**src/rtl/pnes_pkg.sv**
```systemverilog
// ----------------------------------------------------------------------------
// pnes_pkg
// Shared codes, tables and the job record passed from front to back.
// ----------------------------------------------------------------------------
package pnes_pkg;

  localparam logic [2:0] CMD_TICK      = 3'd0;
  localparam logic [2:0] CMD_PLAY      = 3'd1;
  localparam logic [2:0] CMD_STOP      = 3'd2;
  localparam logic [2:0] CMD_DUTY_UP   = 3'd3;
  localparam logic [2:0] CMD_DUTY_DOWN = 3'd4;

  localparam logic [1:0] PH_IDLE    = 2'd0;
  localparam logic [1:0] PH_ATTACK  = 2'd1;
  localparam logic [1:0] PH_SUSTAIN = 2'd2;
  localparam logic [1:0] PH_RELEASE = 2'd3;

  localparam logic [1:0] REG_DUTY_VOL = 2'd0;
  localparam logic [1:0] REG_TIMER_LO = 2'd1;
  localparam logic [1:0] REG_TIMER_HI = 2'd2;

  localparam logic [3:0] SUSTAIN_START = 4'd12;
  localparam logic [3:0] FRAME_MAX     = 4'd15;
  localparam logic [3:0] VIB_LAST      = 4'd9;
  localparam logic [3:0] VIB_HALF      = 4'd5;
  localparam logic [10:0] VIB_STEP     = 11'd2;
  localparam int unsigned MAX_WRITES   = 3;

  // up to three register writes caused by one command
  typedef struct packed {
    logic [1:0]            nwr;
    logic [2:0][1:0]       sel;
    logic [2:0][7:0]       val;
    logic                  playing;
  } pnes_job_t;

  function automatic logic [3:0] attack_vol(input logic [3:0] fc);
    logic [3:0] v;
    begin
      case (fc)
        4'd0:    v = 4'd4;
        4'd1:    v = 4'd8;
        default: v = 4'd12;
      endcase
      return v;
    end
  endfunction

  function automatic logic [3:0] release_vol(input logic [3:0] fc);
    logic [3:0] v;
    begin
      case (fc)
        4'd0:    v = 4'd9;
        4'd1:    v = 4'd6;
        4'd2:    v = 4'd3;
        default: v = 4'd0;
      endcase
      return v;
    end
  endfunction

endpackage

```
**src/rtl/pulse_note_envelope_sequencer_unit.sv**
```systemverilog
// ----------------------------------------------------------------------------
// pulse_note_envelope_sequencer_unit
// Per-frame note sequencer for a square-wave sound channel: envelope, duty,
// vibrato timer rewrites, issued as a stream of register writes.
// ----------------------------------------------------------------------------
//  channel  handshake              payload
//  input    in_valid / in_ready    command, timer_period
//  output   out_valid / out_ready  write_valid, reg_select, reg_value,
//                                  playing, last
//
//  a command is decoded and its writes built in the cycle it is accepted;
//  it enters the job queue and is taken whenever the queue has room.
//  results leave one per cycle unless the output stalls; each command yields
//  1 to 3 results, one per write or one empty; the back end sets the rate.
//  reset clears the note state, empties the queue and the output register.
//  a stalled output fills the output register, then the queue, then drops
//  in_ready.
// ----------------------------------------------------------------------------
module pulse_note_envelope_sequencer_unit #(
  parameter int unsigned QUEUE_DEPTH = 4
) (
  input  logic        clk,
  input  logic        rst,
  input  logic        in_valid,
  output logic        in_ready,
  input  logic [2:0]  command,
  input  logic [10:0] timer_period,
  output logic        out_valid,
  input  logic        out_ready,
  output logic        write_valid,
  output logic [1:0]  reg_select,
  output logic [7:0]  reg_value,
  output logic        playing,
  output logic        last
);
  import pnes_pkg::*;

  pnes_job_t new_job;
  pnes_job_t head_job;
  logic      q_full;
  logic      q_not_empty;
  logic      q_pop;
  logic      take;

  assign in_ready = !q_full;
  assign take     = in_valid && in_ready;

  pnes_front u_front (
    .clk          (clk),
    .rst          (rst),
    .take         (take),
    .command      (command),
    .timer_period (timer_period),
    .job          (new_job)
  );

  pnes_queue #(
    .DEPTH (QUEUE_DEPTH)
  ) u_queue (
    .clk       (clk),
    .rst       (rst),
    .push      (take),
    .push_data (new_job),
    .full      (q_full),
    .pop       (q_pop),
    .not_empty (q_not_empty),
    .pop_data  (head_job)
  );

  pnes_back u_back (
    .clk         (clk),
    .rst         (rst),
    .job_valid   (q_not_empty),
    .job_in      (head_job),
    .job_pop     (q_pop),
    .out_valid   (out_valid),
    .out_ready   (out_ready),
    .write_valid (write_valid),
    .reg_select  (reg_select),
    .reg_value   (reg_value),
    .playing     (playing),
    .last        (last)
  );

endmodule

```
**src/rtl/pnes_front.sv**
```systemverilog
// ----------------------------------------------------------------------------
// pnes_front
// Holds the note state, decodes each command and builds its list of writes.
// ----------------------------------------------------------------------------
module pnes_front (
  input  logic               clk,
  input  logic               rst,
  input  logic               take,
  input  logic [2:0]         command,
  input  logic [10:0]        timer_period,
  output pnes_pkg::pnes_job_t job
);
  import pnes_pkg::*;

  logic [1:0]  phase, phase_next;
  logic [3:0]  frame_count, frame_count_next;
  logic [3:0]  vibrato_phase, vibrato_phase_next;
  logic [1:0]  duty, duty_next;
  logic [10:0] note_timer, note_timer_next;
  logic [2:0]  shadow, shadow_next;
  logic        do_frame;
  logic [10:0] vib_timer;
  logic [3:0]  vol;

  always_comb begin
    phase_next         = phase;
    frame_count_next   = frame_count;
    vibrato_phase_next = vibrato_phase;
    duty_next          = duty;
    note_timer_next    = note_timer;
    shadow_next        = shadow;
    do_frame           = 1'b0;
    unique case (command)
      CMD_TICK: begin
        unique case (phase)
          PH_ATTACK: begin
            do_frame = 1'b1;
            if (frame_count >= 4'd2) begin
              phase_next         = PH_SUSTAIN;
              frame_count_next   = 4'd0;
              vibrato_phase_next = 4'd0;
            end else begin
              frame_count_next = frame_count + 4'd1;
            end
          end
          PH_SUSTAIN: begin
            do_frame = 1'b1;
            if (frame_count != FRAME_MAX) begin
              frame_count_next = frame_count + 4'd1;
            end
            vibrato_phase_next = (vibrato_phase >= VIB_LAST) ? 4'd0 : vibrato_phase + 4'd1;
          end
          PH_RELEASE: begin
            if (frame_count >= 4'd3) begin
              phase_next       = PH_IDLE;
              frame_count_next = 4'd0;
            end else begin
              frame_count_next = frame_count + 4'd1;
              do_frame         = 1'b1;
            end
          end
          default: ;
        endcase
      end
      CMD_PLAY: begin
        note_timer_next  = timer_period;
        phase_next       = PH_ATTACK;
        frame_count_next = 4'd0;
        do_frame         = 1'b1;
      end
      CMD_STOP: begin
        phase_next       = PH_RELEASE;
        frame_count_next = 4'd0;
        do_frame         = 1'b1;
      end
      CMD_DUTY_UP: begin
        if (duty != 2'd3) duty_next = duty + 2'd1;
      end
      CMD_DUTY_DOWN: begin
        if (duty != 2'd0) duty_next = duty - 2'd1;
      end
      default: ;
    endcase

    // writes are built from the state after the update
    job         = '0;
    job.playing = (phase_next != PH_IDLE);
    vib_timer   = (vibrato_phase_next == 4'd0) ? note_timer_next + VIB_STEP : note_timer_next;
    vol         = (phase_next == PH_ATTACK) ? attack_vol(frame_count_next)
                                            : release_vol(frame_count_next);
    if (do_frame) begin
      unique case (phase_next) inside
        PH_ATTACK, PH_RELEASE: begin
          job.sel[0] = REG_DUTY_VOL;
          job.val[0] = {duty, 2'b11, vol};
          job.sel[1] = REG_TIMER_LO;
          job.val[1] = note_timer_next[7:0];
          job.sel[2] = REG_TIMER_HI;
          job.val[2] = {5'd0, note_timer_next[10:8]};
          if (frame_count_next == 4'd0) begin
            job.nwr     = 2'd3;
            shadow_next = note_timer_next[10:8];
          end else begin
            job.nwr = 2'd1;
          end
        end
        PH_SUSTAIN: begin
          if (frame_count_next >= SUSTAIN_START &&
              (vibrato_phase_next == 4'd0 || vibrato_phase_next == VIB_HALF)) begin
            job.sel[0] = REG_TIMER_LO;
            job.val[0] = vib_timer[7:0];
            job.sel[1] = REG_TIMER_HI;
            job.val[1] = {5'd0, vib_timer[10:8]};
            if (vib_timer[10:8] != shadow) begin
              job.nwr     = 2'd2;
              shadow_next = vib_timer[10:8];
            end else begin
              job.nwr = 2'd1;
            end
          end
        end
        default: ;
      endcase
    end
  end

  always_ff @(posedge clk) begin
    if (rst) begin
      phase         <= PH_IDLE;
      frame_count   <= 4'd0;
      vibrato_phase <= 4'd0;
      duty          <= 2'd0;
      note_timer    <= 11'd0;
      shadow        <= 3'd0;
    end else if (take) begin
      phase         <= phase_next;
      frame_count   <= frame_count_next;
      vibrato_phase <= vibrato_phase_next;
      duty          <= duty_next;
      note_timer    <= note_timer_next;
      shadow        <= shadow_next;
    end
  end

endmodule

```
**src/rtl/pnes_queue.sv**
```systemverilog
// ----------------------------------------------------------------------------
// pnes_queue
// Short first-in first-out queue of jobs between front and back.
// ----------------------------------------------------------------------------
module pnes_queue #(
  parameter int unsigned DEPTH = 4
) (
  input  logic                clk,
  input  logic                rst,
  input  logic                push,
  input  pnes_pkg::pnes_job_t push_data,
  output logic                full,
  input  logic                pop,
  output logic                not_empty,
  output pnes_pkg::pnes_job_t pop_data
);
  import pnes_pkg::*;

  localparam int unsigned PTR_W = (DEPTH > 1) ? $clog2(DEPTH) : 1;
  localparam int unsigned CNT_W = $clog2(DEPTH + 1);

  pnes_job_t        store [DEPTH];
  logic [PTR_W-1:0] wr_ptr;
  logic [PTR_W-1:0] rd_ptr;
  logic [CNT_W-1:0] count;
  logic             do_push;
  logic             do_pop;

  assign full      = (count == CNT_W'(DEPTH));
  assign not_empty = (count != '0);
  assign do_push   = push && !full;
  assign do_pop    = pop && not_empty;
  assign pop_data  = store[rd_ptr];

  always_ff @(posedge clk) begin
    if (do_push) begin
      store[wr_ptr] <= push_data;
    end
  end

  always_ff @(posedge clk) begin
    if (rst) begin
      wr_ptr <= '0;
      rd_ptr <= '0;
      count  <= '0;
    end else begin
      if (do_push) begin
        wr_ptr <= (wr_ptr == PTR_W'(DEPTH - 1)) ? '0 : wr_ptr + 1'b1;
      end
      if (do_pop) begin
        rd_ptr <= (rd_ptr == PTR_W'(DEPTH - 1)) ? '0 : rd_ptr + 1'b1;
      end
      if (do_push && !do_pop) begin
        count <= count + 1'b1;
      end else if (do_pop && !do_push) begin
        count <= count - 1'b1;
      end
    end
  end

endmodule

```
**src/rtl/pnes_back.sv**
```systemverilog
// ----------------------------------------------------------------------------
// pnes_back
// Takes jobs from the queue and sends their writes one per cycle through an
// output register, while the output is not stalled.
// ----------------------------------------------------------------------------
module pnes_back (
  input  logic                clk,
  input  logic                rst,
  input  logic                job_valid,
  input  pnes_pkg::pnes_job_t job_in,
  output logic                job_pop,
  output logic                out_valid,
  input  logic                out_ready,
  output logic                write_valid,
  output logic [1:0]          reg_select,
  output logic [7:0]          reg_value,
  output logic                playing,
  output logic                last
);
  import pnes_pkg::*;

  pnes_job_t  job;
  logic       busy;
  logic [1:0] idx;
  logic       out_free;
  logic       emit;
  logic       cur_last;

  assign out_free = !out_valid || out_ready;
  assign emit     = busy && out_free;
  assign cur_last = (job.nwr == 2'd0) || (idx == job.nwr - 2'd1);
  assign job_pop  = job_valid && (!busy || (emit && cur_last));

  always_ff @(posedge clk) begin
    if (rst) begin
      busy      <= 1'b0;
      idx       <= 2'd0;
      out_valid <= 1'b0;
    end else begin
      if (emit) begin
        out_valid <= 1'b1;
      end else if (out_ready) begin
        out_valid <= 1'b0;
      end
      if (job_pop) begin
        busy <= 1'b1;
        idx  <= 2'd0;
      end else if (emit && cur_last) begin
        busy <= 1'b0;
      end else if (emit) begin
        idx <= idx + 2'd1;
      end
    end
  end

  always_ff @(posedge clk) begin
    if (job_pop) begin
      job <= job_in;
    end
    if (emit) begin
      // a job with no writes still yields one empty transaction
      write_valid <= (job.nwr != 2'd0);
      reg_select  <= (job.nwr != 2'd0) ? job.sel[idx] : REG_DUTY_VOL;
      reg_value   <= (job.nwr != 2'd0) ? job.val[idx] : 8'd0;
      playing     <= job.playing;
      last        <= cur_last;
    end
  end

endmodule

```
**config.mk**
```make
export PLATFORM = sky130hd
export DESIGN_NAME = pulse_note_envelope_sequencer_unit
export DESIGN_NICKNAME = d
export VERILOG_FILES = /design/src/rtl/pnes_pkg.sv /design/src/rtl/pulse_note_envelope_sequencer_unit.sv /design/src/rtl/pnes_front.sv /design/src/rtl/pnes_queue.sv /design/src/rtl/pnes_back.sv
export SDC_FILE = /design/constraint.sdc
export NUM_CORES = 1
export LEC_CHECK = 0
export ABC_AREA = 1
export BUFFER_PORTS_ARGS = -buffer_cell sky130_fd_sc_hd__buf_2
export CAP_MARGIN = 20
export CORE_MARGIN = 4
export CORE_UTILIZATION = 53
export CTS_BUF_LIST = sky130_fd_sc_hd__clkbuf_16
export CTS_CLUSTER_DIAMETER = 80
export CTS_CLUSTER_SIZE = 14
export DETAILED_ROUTE_END_ITERATION = 12
export PLACE_DENSITY = 0.78
export SYNTH_ARGS = -nofsm -noshare
export SYNTH_HDL_FRONTEND = slang
export SYNTH_SLANG_ARGS = --single-unit
```
**constraint.sdc**
```tcl
create_clock -name clk -period 3.4 [get_ports clk]
set_clock_uncertainty 0.1 [all_clocks]
set_input_delay 0.34 -clock clk [delete_from_list [all_inputs] [get_ports clk]]
set_output_delay 0.34 -clock clk [all_outputs]
set_load 0.02 [all_outputs]
```
==> flow_summary.json <==
{
  "rsz0062_at_grt": "false",
  "min_period_over_period": 0.844,
  "hold_path_end": "u_back.out_valid",
  "cp_slowest_cell": "dfxtp_1",
  "crit_path_cell_trace": "inv_1, ha_1, inv_1, nor2_8, nand2_4, nand2_1, o21ai_1, nor2_1, nand2_2, o21ai_2, nand3_1, inv_2, nand3_1, a21oi_1",
  "grt_use_total": 0.193,
  "crit_path_start_kind": "flop",
  "fillers": 1158,
  "synthArstFlopShare": 0,
  "r2r_slack_ns": 0.53,
  "post_cts.repair.setup_buffers": 0,
  "rr_endpoint": "u_queue.store[0][31]",
  "yosys.area.top_type": "edfxtp_1",
  "drt_iter0_drc": 479,
  "initial_core_util": 0.547,
  "muxShareOfSynthArea": 0.00124,
  "critPathCaptureType": "flop",
  "synth_ff_type": "edfxtp_1",
  "yosysMostFrequentCell": "edfxtp_1",
  "row_count": 44,
  "worstHoldPathType": "in -> reg",
  "yosysWarningCount": 0,
  "hp-start": "out_ready",
  "clk_pin_slew_ns": 0.06,
  "hold_buffers": 0,
  "antenna_found_initial": 1,
  "core_sq_um": 14700,
  "path_max_fanout": 8,
  "multi_input_area_sq_um": 2720,
  "outcome": "finished, final reports clean",
  "cts_max_level": 4,
  "netlist_area_sq_um": 8040,
  "netlist_instances": 827,
  "power_density_nw_per_um2": 768,
  "synth-xor-area-share": 0.00762,
  "synth_fp_nets": 863,
  "grt_pass1_vias": 5490,
  "cts_buffers": 17,
  "dp_hpwl_um": 11100,
  "clock-sinks": 175,
  "die-area_sq_um": 17200,
  "vdd_ir_drop_max_v": 0.000425,
  "synthTopCellsByCount": "edfxtp_1, nor2_1, o21ai_0",
  "routed_via_density": 5.48,
  "synth_top_cell_area_share": 0.515,
  "power_mw": 6.92,
  "final-max-slew-violation-count": 0,
  "cts_resized": 0,
  "fin_crit_ns": 2.87,
  "drive_gt1_frac": 0.125,
  "leakage_nw": 3.63,
  "setup_tns_ns": 0,
  "ys_seq_elements": 175,
  "gp_congestion": 0.885,
  "path_class": "reg -> reg",
  "r2r-start": "u_front.phase[0]",
  "io_pins": 33,
  "nets": 901,
  "synthAdderAreaFrac": 0.0289,
  "die_x_um": 131,
  "die_h_um": 131,
  "synth_edf_count": 138,
  "clk_latency_ns": 0.42,
  "grt_start_max_net_pins": 52,
  "cts_tree": "yes",
  "numPortBuffers": 32,
  "firstDrtPassIters": 5,
  "synth_area_leaders": "edfxtp_1, dfxtp_1, o21ai_0, nor2_1, nand2_1",
  "worstMarginPinSlew_ns": 0.743,
  "clock.fmax_mhz": 348,
  "synthDistinctLibCells": 39,
  "holdPathStages": 4,
  "synth_top_family_by_area": "simple AND/OR/NAND/NOR gates",
  "maxCapViolations": 0,
  "postSynthAreaPerCell_sq_um": 9.72,
  "wl_per_cell_um": 15.4,
  "r2r_cells": 14,
  "globalRoute.totalOverflow": 0,
  "drt-total-wl_um": 16300,
  "grt_pass1_wl_um": 26700,
  "setup_violations": 0,
  "synth_compound_area_frac": 0.133,
  "crit_arrival_ns": 2.98,
  "vias": 5814,
  "ant_nets": 0,
  "ys_seq_area_frac": 0.607,
  "synthSimpleGateAreaFrac": 0.166,
  "n_antenna_cell": 0,
  "drc": 0,
  "crit_family": "simple AND/OR/NAND/NOR gates",
  "critical_path_required_ns": 3.51,
  "max_slew_margin": 0.504,
  "cts_buffer_depth": 2,
  "final_hold_viol_count": 0,
  "syn2layout_area_growth_pct": 12.0,
  "layout.area.seq_sq_um": 4880,
  "max_stage_delay_ns": 0.41,
  "root_buffer": "clkbuf_16",
  "crit_buf_inv": 3
}
==> per-layer routing <==
metal  part of all wire  GRT usage  wire length [um]
met1               0.44      0.248              7180
met2               0.48      0.321              7840
met3              0.062     0.0478              1010
met4              0.016     0.0665               263
met5            0.00080          0                13
==> sequential cells by signal, indices dropped and copies added, names as in the netlist <==
signal / count
u_back.reg_select: 2
u_back.busy: 1
u_back.last: 1
u_queue.count: 3
u_back.idx: 2
u_queue.wr_ptr: 2
u_queue.store: 100
u_front.vibrato_phase: 4
u_front.duty: 2
u_front.phase: 2
u_back.write_valid: 1
u_back.job: 25
u_queue.rd_ptr: 2
u_back.reg_value: 8
u_back.playing: 1
u_front.shadow: 3
u_front.frame_count: 4
u_back.out_valid: 1
u_front.note_timer: 11
==> per-stage QoR <==
step                      worst slack [ns]  cells  area, sq um   util  hold slack, ns
after floorplan                      0.272    827         8040      -           0.300
after global placement               0.454   1030         8440  0.574           0.308
after detailed placement             0.326   1030         8440  0.574           0.325
after CTS                            0.522   1061         9010  0.613           0.104
after global routing                 0.218   1061         9010  0.613           0.148
final                                0.529   1061         9010  0.613           0.132
==> cells in the final DEF (no fill, tap or decap), types with 3 or more instances in the layout <==
cell	n
clkinv_4	4
xor2_1	5
buf_2	32
buf_4	15
nand4_1	3
inv_2	4
o21ai_0	107
clkbuf_16	17
ha_1	17
o21ai_2	3
a21oi_1	49
nor3_1	3
edfxtp_1	138
inv_1	87
nand2_1	106
o22ai_1	26
nor2_1	130
nand2_2	12
nor2_2	10
o21ai_1	4
o211ai_1	4
nand3_1	38
dfxtp_1	37
==> worst reg2reg max path: stages (launching register included) <==
cell,delay [ns]
dfxtp_1,0.41
inv_1,0.12
ha_1,0.31
inv_1,0.10
nor2_8,0.15
nand2_4,0.07
nand2_1,0.08
o21ai_1,0.10
nor2_1,0.14
nand2_2,0.14
o21ai_2,0.10
nand3_1,0.23
inv_2,0.19
nand3_1,0.11
a21oi_1,0.29
==> final cells by class <==
| type | count | share of cell area |
|---|---|---|
| Sequential cell | 175 | 0.542 |
| Multi-Input combinational cell | 536 | 0.302 |
| Clock buffer | 17 | 0.0472 |
| Inverter | 88 | 0.0367 |
| Timing Repair Buffer | 47 | 0.0303 |
| Tap cell | 184 | 0.0256 |
| Clock inverter | 14 | 0.0162 |
==> worst max path at each step <==
stage / start / endpoint / slack [ns] / cells past startpoint
after floorplan: u_back.job[31] / u_queue.count[1] / 0.27 / 13
after global placement: command[2] / u_front.shadow[1] / 0.45 / 22
after detailed placement: command[2] / u_queue.store[2][31] / 0.33 / 17
after CTS: u_front.phase[0] / u_queue.store[0][31] / 0.52 / 14
after global routing: u_front.vibrato_phase[0] / u_queue.store[0][2] / 0.22 / 15
final: u_front.phase[0] / u_queue.store[0][31] / 0.53 / 14
==> cells by family (layout without fill, tap and decap cells) <==
group | after synthesis | count (layout)
multiplexers | 1 | 1
XOR/XNOR | 7 | 7
flip-flops | 175 | 175
AND/OR/NAND/NOR | 311 | 311
adder cells (fa/ha/maj) | 18 | 18
AO/OA/AOI/OAI | 199 | 199
buffers and inverters | 116 | 166
==> power breakdown <==
group	switching, mW	internal, mW	total (mW)
sequential	0.170	2.91	3.08
combinational	1.39	0.582	1.97
clock	0.788	1.08	1.87
No activity file was read; power rests on OpenSTA's default activity.
